--- src/rtl/core/pbr_pkg.sv ---
package pbr_pkg;

   // Operation codes carried in the request word.
   typedef enum logic [1:0] {
      OP_ADD    = 2'd0,
      OP_READ   = 2'd1,
      OP_LOOKUP = 2'd2
   } pbr_op_type;

   localparam int COLOR_W = 16;
   localparam int CHAN_W  = 8;
   localparam int INDEX_W = 8;
   localparam int COUNT_W = 9;

   // RGB888 to RGB565 truncation masks.
   localparam logic [CHAN_W-1:0] RB_MASK = 8'hF8;
   localparam logic [CHAN_W-1:0] G_MASK  = 8'hFC;

   typedef struct packed {
      logic [1:0]         operation;
      logic [CHAN_W-1:0]  red;
      logic [CHAN_W-1:0]  green;
      logic [CHAN_W-1:0]  blue;
      logic [INDEX_W-1:0] entry_index;
      logic [COLOR_W-1:0] lookup_color;
   } pbr_req_type;

   typedef struct packed {
      logic [INDEX_W-1:0] palette_index;
      logic               matched;
      logic               added;
      logic               dropped;
      logic [COLOR_W-1:0] entry_color;
      logic [COUNT_W-1:0] entry_count;
   } pbr_rsp_type;

   // Query token that walks the cell chain, one cell per cycle.
   typedef struct packed {
      logic               valid;
      logic [1:0]         op;
      logic [COLOR_W-1:0] key;
      logic [INDEX_W-1:0] read_idx;
      logic               matched;
      logic               added;
      logic [COLOR_W-1:0] color;
   } pbr_token_type;

endpackage

--- src/rtl/core/pbr_cell.sv ---
module pbr_cell import pbr_pkg::*; #(
   parameter int IDX_W    = 8,
   parameter int CNT_W    = 9,
   parameter int CELL_IDX = 0
) (
   input  logic                clock,
   input  logic                reset,
   input  logic [CNT_W-1:0]    count,
   input  pbr_token_type       up_tok,
   input  logic [IDX_W-1:0]    up_slot,
   output pbr_token_type       dn_tok,
   output logic [IDX_W-1:0]    dn_slot
);

   localparam logic [CNT_W-1:0]       MY_POS  = CNT_W'(CELL_IDX);
   localparam logic [IDX_W-1:0]       MY_SLOT = IDX_W'(CELL_IDX);
   localparam logic [CNT_W+INDEX_W-1:0] MY_RD = (CNT_W+INDEX_W)'(CELL_IDX);

   logic [COLOR_W-1:0] color_ff;
   logic [COLOR_W-1:0] color_in;
   pbr_token_type      tok_ff;
   pbr_token_type      tok_in;
   logic [IDX_W-1:0]   slot_ff;
   logic [IDX_W-1:0]   slot_in;

   logic occupied;
   logic is_free_head;
   logic key_hit;
   logic read_hit;

   // This cell holds a live entry only below the current count.
   assign occupied     = MY_POS < count;
   assign is_free_head = MY_POS == count;
   assign key_hit      = occupied && (color_ff == up_tok.key);
   assign read_hit     = occupied && (MY_RD == {{CNT_W{1'b0}}, up_tok.read_idx});

   always_comb begin
      tok_in   = up_tok;
      slot_in  = up_slot;
      color_in = color_ff;
      if (up_tok.valid) begin
         case (up_tok.op)
            OP_ADD: begin
               if (!up_tok.matched && !up_tok.added) begin
                  if (key_hit) begin
                     tok_in.matched = 1'b1;
                     tok_in.color   = up_tok.key;
                     slot_in        = MY_SLOT;
                  end else if (is_free_head) begin
                     tok_in.added = 1'b1;
                     tok_in.color = up_tok.key;
                     slot_in      = MY_SLOT;
                     color_in     = up_tok.key;
                  end
               end
            end
            OP_LOOKUP: begin
               if (!up_tok.matched && key_hit) begin
                  tok_in.matched = 1'b1;
                  tok_in.color   = up_tok.key;
                  slot_in        = MY_SLOT;
               end
            end
            OP_READ: begin
               if (read_hit) begin
                  tok_in.color = color_ff;
                  slot_in      = MY_SLOT;
               end
            end
            default: begin
            end
         endcase
      end
   end

   always_ff @(posedge clock) begin
      if (reset) begin
         tok_ff.valid <= 1'b0;
      end else begin
         tok_ff <= tok_in;
      end
      slot_ff  <= slot_in;
      color_ff <= color_in;
   end

   assign dn_tok  = tok_ff;
   assign dn_slot = slot_ff;

endmodule

--- config.mk ---
export PLATFORM = sky130hd
export DESIGN_NAME = pbr_cell
export DESIGN_NICKNAME = d
export VERILOG_FILES = /design/src/rtl/core/pbr_pkg.sv /design/src/rtl/core/pbr_cell.sv
export SDC_FILE = /design/constraint.sdc
export NUM_CORES = 1
export LEC_CHECK = 0
export BUFFER_PORTS_ARGS = -buffer_cell sky130_fd_sc_hd__buf_4
export CORE_MARGIN = 1.5
export CORE_UTILIZATION = 42
export CTS_CLUSTER_SIZE = 24
export DETAILED_ROUTE_END_ITERATION = 8
export PLACE_DENSITY = 0.83
export SYNTH_ARGS = -nofsm -noshare
export SYNTH_HDL_FRONTEND = slang
export SYNTH_SLANG_ARGS = --single-unit
export TNS_END_PERCENT = 30
--- constraint.sdc ---
create_clock -name clock -period 2.4 [get_ports clock]
set_clock_uncertainty 0.05 [all_clocks]
set_input_delay 0.48 -clock clock [delete_from_list [all_inputs] [get_ports clock]]
set_output_delay 0.48 -clock clock [all_outputs]
set_load 0.03 [all_outputs]
==> flow_summary.ini, run 1 <==
[clock_tree]
cts.path.max_buffers = 2
cts_hold_buf = 0
path_clk_slew_ps = 70
root_buffer = clkbuf_8
cts_tree = yes
h-tree-depth = 3
clk_latency_ps = 330
cts_buffers = 9
clock-sinks = 69

[grt]
grt-ovfl-total = 0
grt_pass1_wl_microns = 9230
grt_pass1_vias = 1927
grt_usage = 0.175
grt_max_degree = 20
grt_antenna_before_repair = 0

[die]
die_area_sq_um = 6950
die_w_microns = 83.3
fp.dieH_microns = 83.3
core_sq_um = 6280
rows = 29
io_pins = 117
start_util = 0.432

[timing]
fin_ws_ps = 40.0
setup-violations-final = 0
hold_viol_final = 0
clock.fmax_ghz = 0.424
final.period_utilization = 0.983
rsz0062_at_grt = false
max_slew_margin = 0.767
min_period_ps = 2360
maxSlewViolCount = 0
tns_ps = 0
worstMarginPinSlew_ps = 349

[critical_path]
rrSetupSlack_ps = 200
cp_slowest_stage_delay_ps = 540
cp_max_fo = 17
slowest_stage = or4_4
timing.rr.end = dn_tok[2]
cp_data_required_time_ps = 2430
end_kind = register
timing.rr.start = color_ff[6]
crit_arrival_ps = 2390
crit_chain = buf_4 -> or4_4 -> nor4_4 -> or2_2 -> o221ai_4 -> buf_12 -> a221o_2
path_class = input port to register
crit_end = dn_tok[2]
startpoint_type = input port
startpoint = count[5]
worstRegToRegCells = 6

[synthesis]
synth_area_leaders = edfxtp_1 66%, dfxtp_1 6.6%, and2_1 5.5%, xnor2_1 5.2%, a221o_1 4.4%
yosysTopAreaCellShare = 0.665
syn_area_sq_um = 2710
synth_seq_cells = 69
synth_top_area_cell = edfxtp_1
yosysWarningCount = 0
avgSynthCellArea_sq_um = 16.8
synth_seq_area_share = 0.731
yosysUniqueCellTypes = 26
synth_nets = 225
postSynthCellCount = 161

[pwr]
power.total_mw = 2.72
p_leak_nw = 1.60
irDropWorstVdd_v = 0.000360
p_per_area_nw_per_um2 = 688

[flow_run]
maxCapViolCount = 0

[route]
drtPass1Iterations = 4
wl_per_cell_microns = 15.5
ant_nets = 0
vias = 1859
drcViolationCount = 0
vias_per_cell = 4.92
drtIter0Drc = 85
routed_wirelength_microns = 5850

[hold_path]
holdCritPathClass = input port to register

[placed_design]
hpwl_microns = 4380
pre_cts_slack_ps = -512
dpl.cell_count = 360
io_buffers = 116
gp_congestion = 0.775

[layout]
fin_util = 0.629
fill_cells = 498
layout_common_cells = 125 x buf_4, 60 x edfxtp_1, 24 x and2_1
drive_above_1_share = 0.512
diodes = 0
final_common_cell = buf_4
area_growth_pct = 45.6
fin_cells = 378
layout.nets = 360

[run_status]
outcome = finished, final reports clean
## metrics by stage
stage / hold WS, ps / instance area (sq um)
floorplan: 502 / 2710
global placement: 592 / 3740
detailed placement: 604 / 3740
CTS: 256 / 3930
global route: 254 / 3950
finish: 271 / 3950
## worst max-delay path, delay by kind of cell
| kind | cells | cell delay (ps) |
|---|---|---|
| AND/OR/NAND/NOR | 3 | 1140 |
| buffers and inverters | 2 | 290 |
| AO/OA/AOI/OAI | 2 | 470 |
## worst min-delay path by stage
stage,cells after the start,to,start
5_1_grt,1,dn_tok[22],up_tok[22]
4_1_cts,2,dn_tok[44],reset
3_5_place_dp,2,dn_tok[1],color_ff[1]
3_3_place_gp,2,dn_tok[2],color_ff[2]
6_report,2,dn_tok[44],reset
2_1_floorplan,1,dn_tok[44],reset
## synthesized netlist by cell type
library cell / n
nor4_1: 1
nor2_1: 7
buf_6: 3
dfxtp_1: 9
nand2_1: 1
a221o_1: 12
clkbuf_1: 1
a31o_2: 1
or2_2: 2
o221ai_4: 1
nand2b_1: 1
nor2b_1: 1
and2_1: 24
a221o_2: 4
or4_4: 1
a21oi_1: 1
nor3_2: 1
o21ai_0: 1
inv_1: 2
or3_1: 2
o21bai_1: 1
nand4_1: 5
and3_2: 1
edfxtp_1: 60
xnor2_1: 16
nor4_4: 2
## timing repair
item                                    4_1_cts  5_1_grt
endpoints found under the setup margin       16       16
pin swaps                                     0        2
gates cloned                                  0        0
resized for setup                             1        1
buffers inserted                              0        2
## area by class of cell
cell class,count,area [sq um],share of cell area
clock inverter,6,53.8,0.0136
inverter,2,7.51,0.00190
multi-input combinational,86,691,0.175
sequential,69,1980,0.502
timing repair buffer,128,990,0.251
clock buffer,10,128,0.0323
tap,77,96.3,0.0244
## report_power, final
| group | total [mW] | internal (mW) | switching (mW) | leakage (nW) |
|---|---|---|---|---|
| Clock | 0.877 | 0.468 | 0.409 | 0.0888 |
| Combinational | 0.437 | 0.195 | 0.242 | 0.859 |
| Sequential | 1.40 | 1.38 | 0.0195 | 0.650 |
## routing by layer
layer,track usage,up-vias,routed length (microns)
li1,-,896,-
met1,0.196,888,2340
met2,0.309,68,3080
met3,0.0447,7,344
met4,0.0848,0,80
met5,0,-,0
## flip-flops by register name (all words and copies together) (netlist names)
signal,cells
color_ff,16
dn_slot,8
dn_tok,45
## kinds of logic after synthesis
| group | Yosys count | share of synthesized area |
|---|---|---|
| AO/OA/AOI/OAI | 21 | 0.0803 |
| buffers and inverters | 6 | 0.0166 |
| XOR/XNOR | 16 | 0.0517 |
| flip-flops | 69 | 0.731 |
| AND/OR/NAND/NOR | 49 | 0.120 |
Power figures use the tool's default switching activity.
==> run 2: changes to the inputs <==
Settings changed: ABC_AREA set to 1, CORE_UTILIZATION 42 to 46, PLACE_DENSITY 0.83 to 0.84.
==> run 2 against run 1 <==
Sequential share of layout area shrank 8.6 points. Largest cell class unchanged. Critical path depth up 5. Via count up 67%. Combinational power up 34%. Cell area increased by 21%. Synthesized cell count rose to 2.8 times the previous value. Die area up 22%. Sequential power barely moved. Power grew 1.9%. Global-route usage is 3.1 points higher.
==> flow_summary.ini, run 2 <==
[timing]
final.period_utilization = 0.915
min_period_ps = 2200
rsz0062_at_grt = false
tns_ps = 0
setup-violations-final = 0
maxSlewViolCount = 0
worstMarginPinSlew_ps = 705
hold_viol_final = 0
clock.fmax_ghz = 0.456
max_slew_margin = 0.530
hold_slack_ps = 241

[synthesis]
yosysUniqueCellTypes = 29
async_flop_share = 0
synth_most_common_cell = nand2_1
syn_area_sq_um = 3630
yosysTopAreaCellShare = 0.496
synth_area_leaders = edfxtp_1 50%, nand2_1 15%, nor2_1 7.0%, inv_1 6.6%, dfxtp_1 5.0%
postSynthCellCount = 444
synthFlopType = edfxtp_1
synth_seq_area_share = 0.545
synth_common_cells = 149 x nand2_1, 68 x nor2_1, 64 x inv_1
synth_nets = 508
synth_top_area_cell = edfxtp_1
synth_edf_count = 60
synth_seq_cells = 69
avgSynthCellArea_sq_um = 8.18
yosysWarningCount = 0

[layout]
final_common_cell = nand2_1
diodes = 0
layout_common_cells = 149 x nand2_1, 118 x buf_4, 68 x nor2_1
fill_cells = 644
largest_register_ffs = 45
area_growth_pct = 31.2
layout.nets = 630
drive_above_1_share = 0.275

[die]
die_area_sq_um = 8440
fp.dieH_microns = 91.9
start_util = 0.473
io_pins = 117
die_w_microns = 91.9
core_sq_um = 7690
rows = 32

[grt]
grt_max_degree = 34
grt_pass1_wl_microns = 13400
grt_pass1_vias = 3020
grt_antenna_before_repair = 0
grt-ovfl-total = 0
grt_usage = 0.206

[pwr]
p_leak_nw = 2.33
p_per_area_nw_per_um2 = 580
irDropWorstVdd_v = 0.000333

[route]
vias = 3100
drtPass1Iterations = 4
drcViolationCount = 0
drtIter0Drc = 247
vias_per_cell = 4.61
routed_wirelength_microns = 8270
ant_nets = 0
wl_per_cell_microns = 12.3

[clock_tree]
path_clk_slew_ps = 70
root_buffer = clkbuf_8
h-tree-depth = 3
clock-sinks = 69
clk_latency_ps = 340
cts.path.max_buffers = 2
cts_tree = yes
post_cts_resize_count = 0
cts_hold_buf = 0
cts_buffers = 9
postCtsSetupBuffers = 0

[critical_path]
path_class = register to register
cp_data_required_time_ps = 2440
end_kind = register
crit_arrival_ps = 2240
startpoint_type = register
cp_max_fo = 16

[placed_design]
io_buffers = 116
gp_congestion = 0.830
hpwl_microns = 6260

[run_status]
outcome = finished, final reports clean

[flow_run]
maxCapViolCount = 0

[hold_path]
holdCritPathClass = input port to register
## run 2: cell families after synthesis
group,Yosys count,synth area share
simple gates,264,0.310
buf+inv,89,0.0981
flops,69,0.545
compound gates,14,0.0272
xor+xnor,8,0.0193
## run 2: final timing paths
| check | from | endpoint | slack [ps] | cells after the start |
|---|---|---|---|---|
| worst max-delay path | color_ff[10] | dn_tok[15] | 200 | 12 |
| worst min-delay path | reset | dn_tok[44] | 240 | 2 |
| worst max register to register | color_ff[10] | dn_tok[15] | 200 | 12 |
| worst min register to register | color_ff[9] | dn_tok[9] | 820 | 8 |
## run 2: worst max-delay path: stages, from the launching register on
cell and delay [ps]:
edfxtp_1 450, nand2_1 100, nand2_1 50, nor2_1 160
nand2_1 90, nor2_1 130, nand4_2 370, nand2_1 210
nand2_1 80, nand2_1 60, nand3_1 60, nor2_1 90
nor2_1 50
## run 2: metal layers
layer	vias to the layer above	global-route usage	share of wire
met3	24	0.0456	0.068
met4	0	0.133	0.034
met1	1345	0.249	0.42
met5	-	0	0
li1	1605	-	-
met2	126	0.331	0.48
## run 2: layout make-up
| class | count | area, sq um | area share |
|---|---|---|---|
| clock inverters | 3 | 15.0 | 0.00315 |
| repair buffers | 119 | 906 | 0.190 |
| well taps | 102 | 128 | 0.0268 |
| multi-input cells | 286 | 1290 | 0.272 |
| clock buffers | 13 | 139 | 0.0291 |
| inverters | 81 | 304 | 0.0638 |
| flip-flops and latches | 69 | 1980 | 0.416 |
## run 2: where the power goes
group | total, mW | switching [mW] | internal [mW]
clock network | 0.768 | 0.397 | 0.371
logic | 0.584 | 0.353 | 0.231
registers | 1.41 | 0.0225 | 1.39
total | 2.77 | 0.773 | 1.99
## run 2: per-stage QoR
stage / std cells / setup WS, ps / total power, mW / instance area [sq um] / util
final: 673 / 205 / 2.77 / 4770 / 0.620
after global routing: 673 / 16.4 / 2.90 / 4770 / 0.620
after CTS: 673 / 209 / 2.79 / 4770 / 0.620
after detailed placement: 657 / 48.0 / 2.03 / 4610 / 0.600
after global placement: 657 / 65.9 / 2.01 / 4610 / 0.600
after floorplan: 444 / 375 / 1.76 / 3630 / -
